## src/fsd_pkg.sv

```systemverilog
package fsd_pkg;

    localparam logic [63:0] FNV_OFFSET_BASIS = 64'hcbf29ce484222325;
    // the prime is 2^40 + 0x1b3
    localparam int unsigned FNV_PRIME_SHIFT  = 40;
    localparam logic [8:0]  FNV_PRIME_LOW    = 9'h1b3;
    localparam logic [63:0] GOLDEN_STEP      = 64'h9e3779b97f4a7c15;
    localparam logic [63:0] MIX_MUL_A        = 64'hbf58476d1ce4e5b9;
    localparam logic [63:0] MIX_MUL_B        = 64'h94d049bb133111eb;

    localparam int unsigned DIGEST_LEN_W     = 7;
    localparam logic [DIGEST_LEN_W-1:0] DIGEST_BYTES_RESET = 7'd32;
    localparam logic [DIGEST_LEN_W-1:0] DIGEST_BYTES_MAX   = 7'd64;
    localparam logic [DIGEST_LEN_W-1:0] WORD_BYTES         = 7'd8;

    localparam int unsigned APB_ADDR_W       = 3;
    localparam logic        REG_DIGEST_BYTES = 1'b0;

    typedef enum logic [1:0] {
        ACT_ABSORB  = 2'd0,
        ACT_EMIT    = 2'd1,
        ACT_RESTART = 2'd2
    } t_action;

    typedef enum logic [2:0] {
        S_IDLE,
        S_SEED,
        S_MUL_LL,
        S_MUL_LH,
        S_MUL_HL,
        S_MIX,
        S_OUT
    } t_state;

    typedef enum logic [3:0] {
        OP_NONE,
        OP_ABSORB,
        OP_RESTART,
        OP_SEED,
        OP_MUL_LL,
        OP_MUL_LH,
        OP_MUL_HL,
        OP_MIX,
        OP_LOAD
    } t_dp_op;

    typedef struct packed {
        t_dp_op     op;
        logic       use_b;
        logic       first;
        logic [3:0] valid_bytes;
        logic       last;
    } t_dp_cmd;

endpackage

```

## src/fnv1a64_splitmix_digest_top.sv

```systemverilog
// 64-bit FNV-1a byte hash with a splitmix64 digest expander. Each input transfer carries an
// action in tuser (absorb, emit, restart) and a byte in tdata. Absorb and restart never stall
// the input, so bytes can stream in at one per clock while no emit is running. An emit expands
// the running hash into digest_bytes bytes (APB register at offset 0, 1..64, values outside
// clamped) as 64-bit words, first byte lowest, with the valid byte count in tuser and tlast on
// the final word. Each word steps the emit sequencer through seed, LL, LH, HL, mix, LL, LH, HL
// and out, paced by the single shared 32x32 multiplier that builds each of the two 64-bit mix
// multiplies from three partial products; input is held off for the whole emit, also while
// the output register is not drained. A finished word waits there while new input is taken.
module fnv1a64_splitmix_digest_top (
    input  logic                            i_clk,
    input  logic                            i_rst_n,
    input  logic                            i_s_tvalid,
    output logic                            o_s_tready,
    input  logic [7:0]                      i_s_tdata,   // data_byte
    input  logic [1:0]                      i_s_tuser,   // action
    output logic                            o_m_tvalid,
    input  logic                            i_m_tready,
    output logic [63:0]                     o_m_tdata,   // digest_word
    output logic [3:0]                      o_m_tuser,   // valid_bytes
    output logic                            o_m_tlast,
    input  logic                            i_psel,
    input  logic                            i_penable,
    input  logic                            i_pwrite,
    input  logic [fsd_pkg::APB_ADDR_W-1:0]  i_paddr,
    input  logic [31:0]                     i_pwdata,
    output logic [31:0]                     o_prdata,
    output logic                            o_pready
);

    logic [fsd_pkg::DIGEST_LEN_W-1:0] r_digest_bytes;
    logic                             w_reg_sel;
    fsd_pkg::t_dp_cmd                 w_cmd;
    logic                             w_out_free;

    assign o_pready  = 1'b1;
    assign w_reg_sel = (i_paddr[2] == fsd_pkg::REG_DIGEST_BYTES);
    assign o_prdata  = w_reg_sel ? {25'd0, r_digest_bytes} : 32'd0;

    always_ff @(posedge i_clk) begin
        if (!i_rst_n) begin
            r_digest_bytes <= fsd_pkg::DIGEST_BYTES_RESET;
        end else if (i_psel && i_penable && i_pwrite && w_reg_sel) begin
            r_digest_bytes <= i_pwdata[fsd_pkg::DIGEST_LEN_W-1:0];
        end
    end

    fsd_ctrl u_ctrl (
        .i_clk          (i_clk),
        .i_rst_n        (i_rst_n),
        .i_s_tvalid     (i_s_tvalid),
        .i_action       (i_s_tuser),
        .i_digest_bytes (r_digest_bytes),
        .i_out_free     (w_out_free),
        .o_s_tready     (o_s_tready),
        .o_cmd          (w_cmd)
    );

    fsd_dpath u_dpath (
        .i_clk       (i_clk),
        .i_rst_n     (i_rst_n),
        .i_cmd       (w_cmd),
        .i_data_byte (i_s_tdata),
        .i_m_tready  (i_m_tready),
        .o_out_free  (w_out_free),
        .o_m_tvalid  (o_m_tvalid),
        .o_m_tdata   (o_m_tdata),
        .o_m_tuser   (o_m_tuser),
        .o_m_tlast   (o_m_tlast)
    );

endmodule

```

## src/fsd_ctrl.sv

```systemverilog
module fsd_ctrl (
    input  logic                               i_clk,
    input  logic                               i_rst_n,
    input  logic                               i_s_tvalid,
    input  logic [1:0]                         i_action,
    input  logic [fsd_pkg::DIGEST_LEN_W-1:0]   i_digest_bytes,
    input  logic                               i_out_free,
    output logic                               o_s_tready,
    output fsd_pkg::t_dp_cmd                   o_cmd
);

    fsd_pkg::t_state                     r_state, n_state;
    logic                                r_use_b, n_use_b;
    logic                                r_first, n_first;
    logic [fsd_pkg::DIGEST_LEN_W-1:0]    r_remain, n_remain;
    logic [fsd_pkg::DIGEST_LEN_W-1:0]    w_total;
    logic                                w_emit;
    logic                                w_last;
    logic [3:0]                          w_valid_bytes;

    always_comb begin
        if (i_digest_bytes == '0) begin
            w_total = fsd_pkg::DIGEST_LEN_W'(1);
        end else if (i_digest_bytes > fsd_pkg::DIGEST_BYTES_MAX) begin
            w_total = fsd_pkg::DIGEST_BYTES_MAX;
        end else begin
            w_total = i_digest_bytes;
        end
    end

    assign w_emit        = i_s_tvalid && (i_action == fsd_pkg::ACT_EMIT);
    assign w_last        = (r_remain <= fsd_pkg::WORD_BYTES);
    assign w_valid_bytes = w_last ? r_remain[3:0] : 4'd8;

    // next state
    always_comb begin
        n_state = r_state;
        unique case (r_state)
            fsd_pkg::S_IDLE: begin
                if (w_emit) n_state = fsd_pkg::S_SEED;
            end
            fsd_pkg::S_SEED:   n_state = fsd_pkg::S_MUL_LL;
            fsd_pkg::S_MUL_LL: n_state = fsd_pkg::S_MUL_LH;
            fsd_pkg::S_MUL_LH: n_state = fsd_pkg::S_MUL_HL;
            fsd_pkg::S_MUL_HL: n_state = r_use_b ? fsd_pkg::S_OUT : fsd_pkg::S_MIX;
            fsd_pkg::S_MIX:    n_state = fsd_pkg::S_MUL_LL;
            fsd_pkg::S_OUT: begin
                if (i_out_free) n_state = w_last ? fsd_pkg::S_IDLE : fsd_pkg::S_SEED;
            end
            default:           n_state = fsd_pkg::S_IDLE;
        endcase
    end

    // word counter and phase
    always_comb begin
        n_use_b  = r_use_b;
        n_first  = r_first;
        n_remain = r_remain;
        unique case (r_state)
            fsd_pkg::S_IDLE: begin
                if (w_emit) begin
                    n_first  = 1'b1;
                    n_remain = w_total;
                end
            end
            fsd_pkg::S_SEED: n_use_b = 1'b0;
            fsd_pkg::S_MIX:  n_use_b = 1'b1;
            fsd_pkg::S_OUT: begin
                if (i_out_free) begin
                    n_first  = 1'b0;
                    n_remain = r_remain - fsd_pkg::WORD_BYTES;
                end
            end
            default: ;
        endcase
    end

    // outputs
    always_comb begin
        o_s_tready        = 1'b0;
        o_cmd.op          = fsd_pkg::OP_NONE;
        o_cmd.use_b       = r_use_b;
        o_cmd.first       = r_first;
        o_cmd.valid_bytes = w_valid_bytes;
        o_cmd.last        = w_last;
        unique case (r_state)
            fsd_pkg::S_IDLE: begin
                o_s_tready = 1'b1;
                if (i_s_tvalid) begin
                    unique case (i_action)
                        fsd_pkg::ACT_ABSORB:  o_cmd.op = fsd_pkg::OP_ABSORB;
                        fsd_pkg::ACT_RESTART: o_cmd.op = fsd_pkg::OP_RESTART;
                        default:              o_cmd.op = fsd_pkg::OP_NONE;
                    endcase
                end
            end
            fsd_pkg::S_SEED:   o_cmd.op = fsd_pkg::OP_SEED;
            fsd_pkg::S_MUL_LL: o_cmd.op = fsd_pkg::OP_MUL_LL;
            fsd_pkg::S_MUL_LH: o_cmd.op = fsd_pkg::OP_MUL_LH;
            fsd_pkg::S_MUL_HL: o_cmd.op = fsd_pkg::OP_MUL_HL;
            fsd_pkg::S_MIX:    o_cmd.op = fsd_pkg::OP_MIX;
            fsd_pkg::S_OUT: begin
                if (i_out_free) o_cmd.op = fsd_pkg::OP_LOAD;
            end
            default: ;
        endcase
    end

    always_ff @(posedge i_clk) begin
        if (!i_rst_n) begin
            r_state  <= fsd_pkg::S_IDLE;
            r_use_b  <= 1'b0;
            r_first  <= 1'b0;
            r_remain <= '0;
        end else begin
            r_state  <= n_state;
            r_use_b  <= n_use_b;
            r_first  <= n_first;
            r_remain <= n_remain;
        end
    end

endmodule

```

## src/fsd_dpath.sv

```systemverilog
module fsd_dpath (
    input  logic             i_clk,
    input  logic             i_rst_n,
    input  fsd_pkg::t_dp_cmd i_cmd,
    input  logic [7:0]       i_data_byte,
    input  logic             i_m_tready,
    output logic             o_out_free,
    output logic             o_m_tvalid,
    output logic [63:0]      o_m_tdata,
    output logic [3:0]       o_m_tuser,
    output logic             o_m_tlast
);

    logic [63:0] r_hash;
    logic [63:0] r_x;
    logic [63:0] r_z;
    logic [63:0] r_acc;
    logic        r_out_valid;
    logic [63:0] r_out_data;
    logic [3:0]  r_out_bytes;
    logic        r_out_last;

    logic [63:0] w_fold;
    logic [63:0] w_fnv;
    logic [63:0] w_x_next;
    logic [63:0] w_k;
    logic [31:0] w_mul_a;
    logic [31:0] w_mul_b;
    logic [63:0] w_prod;
    logic [63:0] w_word;
    logic [63:0] w_masked;

    assign w_fold   = r_hash ^ {56'd0, i_data_byte};
    assign w_fnv    = (w_fold << fsd_pkg::FNV_PRIME_SHIFT)
                    + (w_fold * {55'd0, fsd_pkg::FNV_PRIME_LOW});
    assign w_x_next = (i_cmd.first ? r_hash : r_x) + fsd_pkg::GOLDEN_STEP;

    // one shared 32x32 multiplier, three partial products per 64-bit multiply
    assign w_k     = i_cmd.use_b ? fsd_pkg::MIX_MUL_B : fsd_pkg::MIX_MUL_A;
    assign w_mul_a = (i_cmd.op == fsd_pkg::OP_MUL_HL) ? r_z[63:32] : r_z[31:0];
    assign w_mul_b = (i_cmd.op == fsd_pkg::OP_MUL_LH) ? w_k[63:32] : w_k[31:0];
    assign w_prod  = {32'd0, w_mul_a} * {32'd0, w_mul_b};

    assign w_word = r_acc ^ (r_acc >> 31);

    always_comb begin
        for (int b = 0; b < 8; b++) begin
            w_masked[b*8 +: 8] = (4'(b) < i_cmd.valid_bytes) ? w_word[b*8 +: 8] : 8'd0;
        end
    end

    assign o_out_free = !r_out_valid || i_m_tready;

    always_ff @(posedge i_clk) begin
        if (!i_rst_n) begin
            r_hash      <= fsd_pkg::FNV_OFFSET_BASIS;
            r_out_valid <= 1'b0;
        end else begin
            if (i_cmd.op == fsd_pkg::OP_ABSORB) begin
                r_hash <= w_fnv;
            end else if (i_cmd.op == fsd_pkg::OP_RESTART) begin
                r_hash <= fsd_pkg::FNV_OFFSET_BASIS;
            end
            if (i_cmd.op == fsd_pkg::OP_LOAD) begin
                r_out_valid <= 1'b1;
            end else if (i_m_tready) begin
                r_out_valid <= 1'b0;
            end
        end
    end

    always_ff @(posedge i_clk) begin
        unique case (i_cmd.op)
            fsd_pkg::OP_SEED: begin
                r_x <= w_x_next;
                r_z <= w_x_next ^ (w_x_next >> 30);
            end
            fsd_pkg::OP_MUL_LL: r_acc <= w_prod;
            fsd_pkg::OP_MUL_LH,
            fsd_pkg::OP_MUL_HL: r_acc[63:32] <= r_acc[63:32] + w_prod[31:0];
            fsd_pkg::OP_MIX:    r_z <= r_acc ^ (r_acc >> 27);
            fsd_pkg::OP_LOAD: begin
                r_out_data  <= w_masked;
                r_out_bytes <= i_cmd.valid_bytes;
                r_out_last  <= i_cmd.last;
            end
            default: ;
        endcase
    end

    assign o_m_tvalid = r_out_valid;
    assign o_m_tdata  = r_out_data;
    assign o_m_tuser  = r_out_bytes;
    assign o_m_tlast  = r_out_last;

endmodule

```

## config.mk

```make
export PLATFORM = sky130hd
export DESIGN_NAME = fnv1a64_splitmix_digest_top
export DESIGN_NICKNAME = d
export VERILOG_FILES = /design/src/fsd_pkg.sv /design/src/fnv1a64_splitmix_digest_top.sv /design/src/fsd_ctrl.sv /design/src/fsd_dpath.sv
export SDC_FILE = /design/constraint.sdc
export NUM_CORES = 2
export LEC_CHECK = 0
export ABC_AREA = 0
export BUFFER_PORTS_ARGS = -buffer_cell sky130_fd_sc_hd__buf_2
export CORE_ASPECT_RATIO = 0.75
export CORE_UTILIZATION = 30
export DETAILED_ROUTE_END_ITERATION = 10
export HOLD_SLACK_MARGIN = 0.15
export PLACE_DENSITY = 0.57
export SYNTH_ARGS = -nofsm -noshare
export SYNTH_HDL_FRONTEND = slang
export SYNTH_SLANG_ARGS = --single-unit
```

## constraint.sdc

```tcl
create_clock -name i_clk -period 9.8 [get_ports i_clk]
set_input_delay 2.45 -clock i_clk [delete_from_list [all_inputs] [get_ports i_clk]]
set_output_delay 2.45 -clock i_clk [all_outputs]
set_load 0.01 [all_outputs]
```

Word-level counts from Yosys, hierarchy flattened
Index checks and enable logic that the tools add are counted.
Word-level totals
  bits in registers: 345
  input port bits: 52
Operators by class
  $add $sub $neg: 4
  multipliers: 2
  $lt $le $gt $ge: 10
  eq/ne operators: 18
  muxes and demuxes: 31
  bitwise operators: 5
  reduce and logical (&&, ||, !) cells: 19
Operators by type and width (count)
  two-way mux 64 bit: 3
  one-hot mux 64 bit (2 select lines): 1
  adder 64 bit: 1
  adder 64 bit, second input constant: 1
  multiplier 32 x 32 -> 64 bit: 1
  multiplier 64 x 9 -> 64 bit, second input constant: 1
  two-way mux 32 bit: 2
  one-hot mux 32 bit (2 select lines): 1
  bitwise XOR 64 x 33 -> 64 bit: 1
  bitwise XOR 64 x 34 -> 64 bit: 1
  bitwise XOR 64 x 37 -> 64 bit: 1
  bitwise XOR 64 x 8 -> 64 bit: 1
  two-way mux 62 bit: 1
  two-way mux 7 bit: 5
  adder 32 bit: 1
  one-hot mux 4 bit (7 select lines): 1
  one-hot mux 3 bit (6 select lines): 1
  equality test 4 x 3 -> 1 bit, second input constant: 4
  less-than comparator 3 x 4 -> 1 bit, first input constant: 4
  one-hot mux 7 bit (2 select lines): 1
  two-way mux 4 bit: 3
  nonzero test 2 bit: 6
  equality test 3 bit, second input constant: 3
  equality test 4 x 2 -> 1 bit, second input constant: 2
  27 further kinds: 42

Longest topological paths before layout
  word-level depth: 9
  mapped depth: 42

Modules after synthesis
Synthesis repeated with hierarchy kept, for this count alone.
Unflattened totals
  cell total of the unflattened synthesis: 5959
  area total of the unflattened synthesis: 58785.1 um^2
Modules (own cells, without submodules)
  fsd_dpath: instances 1, cells each 5793, area each 57463.9 um^2, seq. area each 9138.8 um^2
  fsd_ctrl: instances 1, cells each 100, area each 764.5 um^2, seq. area each 240.2 um^2
  fnv1a64_splitmix_digest_top: instances 1, cells each 66, area each 556.8 um^2, seq. area each 140.1 um^2

Worst setup path before layout
OpenSTA, ideal clock, no wires.
  path kind: reg-to-reg
  from: register u_ctrl.r_state[0]
  to: register u_dpath.r_acc[62] (data pin)
  library setup time: 0.261 ns
  arrival: 9.629 ns
  slack: -0.089 ns
  cell stages (with the launch flop): 41
  period minus slack after synthesis: 9.889 ns
  cells stage by stage: dfxtp_1 > buf_4 > nor3b_1 > buf_6 > clkbuf_1 > clkbuf_1 > mux2_2 > nand2_1 > inv_1 > fa_1 > fa_1 > fa_1 > inv_1 > fa_1 > inv_1 > ha_1 > ha_1 > fa_1 > (+5 left out) > o21ai_0 > a31oi_1 > a21oi_1 > o31ai_1 > nor2b_1 > o21bai_1 > a21oi_1 > xnor2_1 > ha_1 > a21o_1 > a21o_1 > or3_1 > o21ai_0 > nor4b_1 > o221ai_1 > o21ai_0 > xor2_1 > o32a_1
Between the ends
  longest elaborated chain between the ends: 7
  elaborated cells between the ends (all ways): 17
RTL lines
  start: declaration: line fsd_ctrl.sv:12  | fsd_pkg::t_state r_state, n_state;
  start signal: assignment: line fsd_ctrl.sv:111  | r_state <= fsd_pkg::S_IDLE;
  start signal: assignment: line fsd_ctrl.sv:116  | r_state <= n_state;
  equality test 3 bit, or another cell as far along: line fsd_ctrl.sv:86  | unique case (r_state)
  one-hot mux 4 bit (7 select lines) *: line fsd_ctrl.sv:86
  equality test 4 x 3 -> 1 bit, on equally long branches: line fsd_dpath.sv:40, fsd_dpath.sv:41
  two-way mux 32 bit, on equally long branches: line fsd_dpath.sv:40, fsd_dpath.sv:41
  multiplier 32 x 32 -> 64 bit *: line fsd_dpath.sv:42  | assign w_prod = {32'd0, w_mul_a} * {32'd0, w_mul_b};
  via u_dpath.w_prod[20]: line fsd_dpath.sv:29  | logic [63:0] w_prod;
  adder 32 bit *: line fsd_dpath.sv:80  | fsd_pkg::OP_MUL_HL: r_acc[63:32] <= r_acc[63:32] + w_prod[31:0];
  one-hot mux 32 bit (2 select lines) *: line fsd_dpath.sv:73  | unique case (i_cmd.op)
  end signal: assignment: line fsd_dpath.sv:78  | fsd_pkg::OP_MUL_LL: r_acc <= w_prod;
  end signal: assignment: line fsd_dpath.sv:80
  end: declaration: line fsd_dpath.sv:17  | logic [63:0] r_acc;
The timed path passes the listed nets; every way through them passes the cells marked *.
A chain may end at the register's enable or synchronous reset.

Worst setup path after layout
  from: register u_ctrl.r_state[0]
  to: register u_dpath.r_acc[56] (data pin)
Between the ends
  longest elaborated chain between the ends: 7
  elaborated cells between the ends (all ways): 17
RTL lines (line)
  equality test 3 bit, or another cell as far along: fsd_ctrl.sv:86
  one-hot mux 4 bit (7 select lines) *: fsd_ctrl.sv:86
  equality test 4 x 3 -> 1 bit, on equally long branches: fsd_dpath.sv:40, fsd_dpath.sv:73, fsd_dpath.sv:41
  two-way mux 32 bit, on equally long branches: fsd_dpath.sv:40, fsd_dpath.sv:41
  multiplier 32 x 32 -> 64 bit: fsd_dpath.sv:42
  adder 32 bit: fsd_dpath.sv:80
  one-hot mux 32 bit (2 select lines) *: fsd_dpath.sv:73
Mark *: on every way between the ends. The rest lies on a longest branch, timed or not.

==> flow_metrics.env <==
export IMPL_period_share_pct=98.4
export IMPL_clock_latency_ns=0.62
export IMPL_required_ns=10.12
export IMPL_gp_congestion=1.01
export IMPL_io_buffers=102
export IMPL_endpoint_kind="register"
export IMPL_avgSynthCellArea_um2=9.91
export IMPL_layout_common_cells="inv_1, fa_1, buf_4, ha_1, nor2_1"
export IMPL_synthCells=5900
export IMPL_cpMostUsedCell="fa_1"
export IMPL_drc=0
export IMPL_hold_violations=0
export IMPL_worstHoldEndpoint="u_ctrl.r_remain[5]"
export IMPL_arrival_ns=9.96
export IMPL_area_growth_pct=17.5
export IMPL_cts_tree="built"
export IMPL_tns_ns=0
export IMPL_dpl_hpwl_um=185000
export IMPL_status="completed"
export IMPL_reg2reg_to="u_dpath.r_acc[56]"
export IMPL_setup_viol_count_final=0
export IMPL_r2r_start="u_ctrl.r_state[0]"
export IMPL_final_nets=8159
export IMPL_cpMaxStageDelayCell="fa_2"
export IMPL_vias_per_cell=4.92
export IMPL_ys_seq_area_share_pct=16.3
export IMPL_antenna_found_initial=2
export IMPL_holdPathStages=2
export IMPL_fmax_ghz=0.104
export IMPL_rows=139
export IMPL_synthDistinctLibCells=107
export IMPL_synth_ff_type="edfxtp_1"
export IMPL_drt_wirelength_per_cell_um=23.4
export IMPL_dieArea_um2=197000
export IMPL_synth_edf_count=261
export IMPL_first_global_vias=45300
export IMPL_skew_ns=0.0487
export IMPL_clock_sinks=345
export IMPL_startpoint_type="register"
export IMPL_drive_above_1_share_pct=15.4
export IMPL_crit_type="register to register"
export IMPL_num_vias=44600
export IMPL_reg2reg_depth=35
export IMPL_grt_max_degree=70
export IMPL_mostFrequentLayoutCell="inv_1"
export IMPL_grt_ovfl_total=0
export IMPL_grt_pass1_wl_um=312000
export IMPL_ant_nets=0
export IMPL_ys_ff_latch=345
export IMPL_routed_wirelength_um=212000
export IMPL_slew_violations=0
export IMPL_worstPathMaxFanout=8
export IMPL_ctsLongestPathBuffers=3
export IMPL_postSynth_asyncResetShare_pct=0
export IMPL_die_x_um=512
export IMPL_cap_violations=0
export IMPL_clkTransAtPathRegs_ns=0.06
export IMPL_hp_class="register to register"
export IMPL_drtIter0Drc=4365
export IMPL_yosysWarnings=0
export IMPL_tightestPinTransition_ns=1.21
export IMPL_core_um2=193000
export IMPL_io_pins=156
export IMPL_relSlewSlack_pct=19.3
export IMPL_cpPeakStageDelay_ns=0.62
export IMPL_cts_htree_levels=2
export IMPL_drt_pass1_iter_count=6
export IMPL_ff2ff_setup_slack_ns=0.16
export IMPL_rsz0062_at_grt="yes"
export IMPL_clock_tree_root_cell="clkbuf_16"
export IMPL_period_needed_ns=9.64
export IMPL_grt_total_usage_pct=21.6
export IMPL_numCtsBuffers=44
export IMPL_fp_dieH_um=384
export IMPL_netlist_area_um2=58400
export IMPL_start_util_pct=30.4
export IMPL_hold_start="u_ctrl.r_remain[5]"
## kinds of logic (layout without fill, tap and decap cells)
| family | count (synthesis) | in the layout | share of synthesized area (%) |
|---|---|---|---|
| flops | 345 | 345 | 16.3 |
| xor+xnor | 338 | 338 | 5.10 |
| other cells | 2 | 29 | 0.0128 |
| fa+ha+maj | 1609 | 1609 | 48.1 |
| simple gates | 1209 | 1209 | 9.85 |
| buf+inv | 1508 | 2117 | 9.97 |
| compound gates | 782 | 782 | 8.74 |
| mux | 107 | 107 | 1.91 |
## worst max-delay path, delay by kind of cell, from the launching register on
kind                     cells  cell delay [ns]
XOR/XNOR                     1             0.20
AND/OR/NAND/NOR              3             0.62
multiplexers                 2             0.31
flip-flops                   1             0.32
buffers and inverters       14             2.08
adder cells (fa/ha/maj)      9             4.48
AO/OA/AOI/OAI                6             1.31
## layout make-up
class	count	area (µm²)
Antenna cell	3	7.51
Fill cell	19400	124000
Timing Repair Buffer	708	5450
Tap cell	2538	3180
Sequential cell	345	9530
Multi-Input combinational cell	4071	44000
Clock inverter	27	290
Clock buffer	54	1210
Inverter	1328	5010
## metrics by stage
stage / setup slack (ns) / cells / util [%] / hold slack, ns / instance area (µm²)
floorplan: 0.00872 / 5924 / - / 0.448 / 58500
global placement: -0.389 / 8963 / 34.3 / 0.468 / 66100
detailed placement: -0.293 / 8963 / 34.3 / 0.486 / 66100
CTS: -0.000884 / 9053 / 35.2 / 0.496 / 67800
global route: -0.0853 / 9071 / 35.7 / 0.515 / 68700
finish: 0.156 / 9074 / 35.7 / 0.498 / 68700
## Yosys cell counts, types with 34 or more instances
cell,instances,share of area [%]
nor2b_1,89,0.95
ha_1,543,12
nand2_1,345,2.2
inv_1,1317,8.5
xnor2_1,200,3.0
o21bai_1,34,0.44
mux2i_1,82,1.4
clkbuf_1,132,0.85
nor2_1,381,2.4
nand3_1,46,0.39
a21oi_1,231,2.0
o21ai_0,137,1.2
nor3_1,38,0.33
a21o_1,114,1.5
dfxtp_1,84,2.9
fa_1,1066,37
nand2b_1,70,0.75
xor2_1,135,2.0
edfxtp_1,261,13
and2_1,123,1.3
## metal layers
metal | part of all wire (%) | track usage [%]
met5 | 0 | 0
met4 | 2.3 | 4.14
met3 | 11 | 6.23
met2 | 39 | 29.6
met1 | 47 | 33.2
## timing repair
item | in CTS | in global routing
setup buffers | 8 | 19
gates cloned | 1 | 0
hold buffers | 0 | 0
pin swaps | 8 | 68
endpoints found under the setup margin | 16 | 18
gates resized for setup | 42 | 143
## how the worst max path moves through the flow
stage / startpoint / end / slack [ns] / cells after the start
floorplan: u_ctrl.r_state[1] / u_dpath.r_acc[62] / 0.009 / 40
global placement: u_ctrl.r_state[0] / u_dpath.r_acc[53] / -0.39 / 34
detailed placement: u_ctrl.r_state[0] / u_dpath.r_acc[62] / -0.29 / 43
CTS: u_ctrl.r_state[1] / u_dpath.r_acc[63] / -0.0009 / 40
global route: u_ctrl.r_state[0] / u_dpath.r_acc[56] / -0.09 / 34
finish: u_ctrl.r_state[0] / u_dpath.r_acc[56] / 0.16 / 35
## flip-flops by register name (all words and copies together) (netlist names)
name,cells
u_dpath.o_m_tdata,64
u_ctrl.r_remain,7
u_ctrl.r_first,1
u_dpath.r_z,64
u_ctrl.r_state,3
u_dpath.r_acc,64
u_dpath.o_m_tvalid,1
u_dpath.o_m_tuser,4
u_ctrl.r_use_b,1
u_dpath.r_x,64
u_dpath.o_m_tlast,1
u_dpath.r_hash,64
r_digest_bytes,7
Power is left out: the tool's default activity adds up to more than one toggle a clock period on the data nets, which glitch-free logic cannot reach.
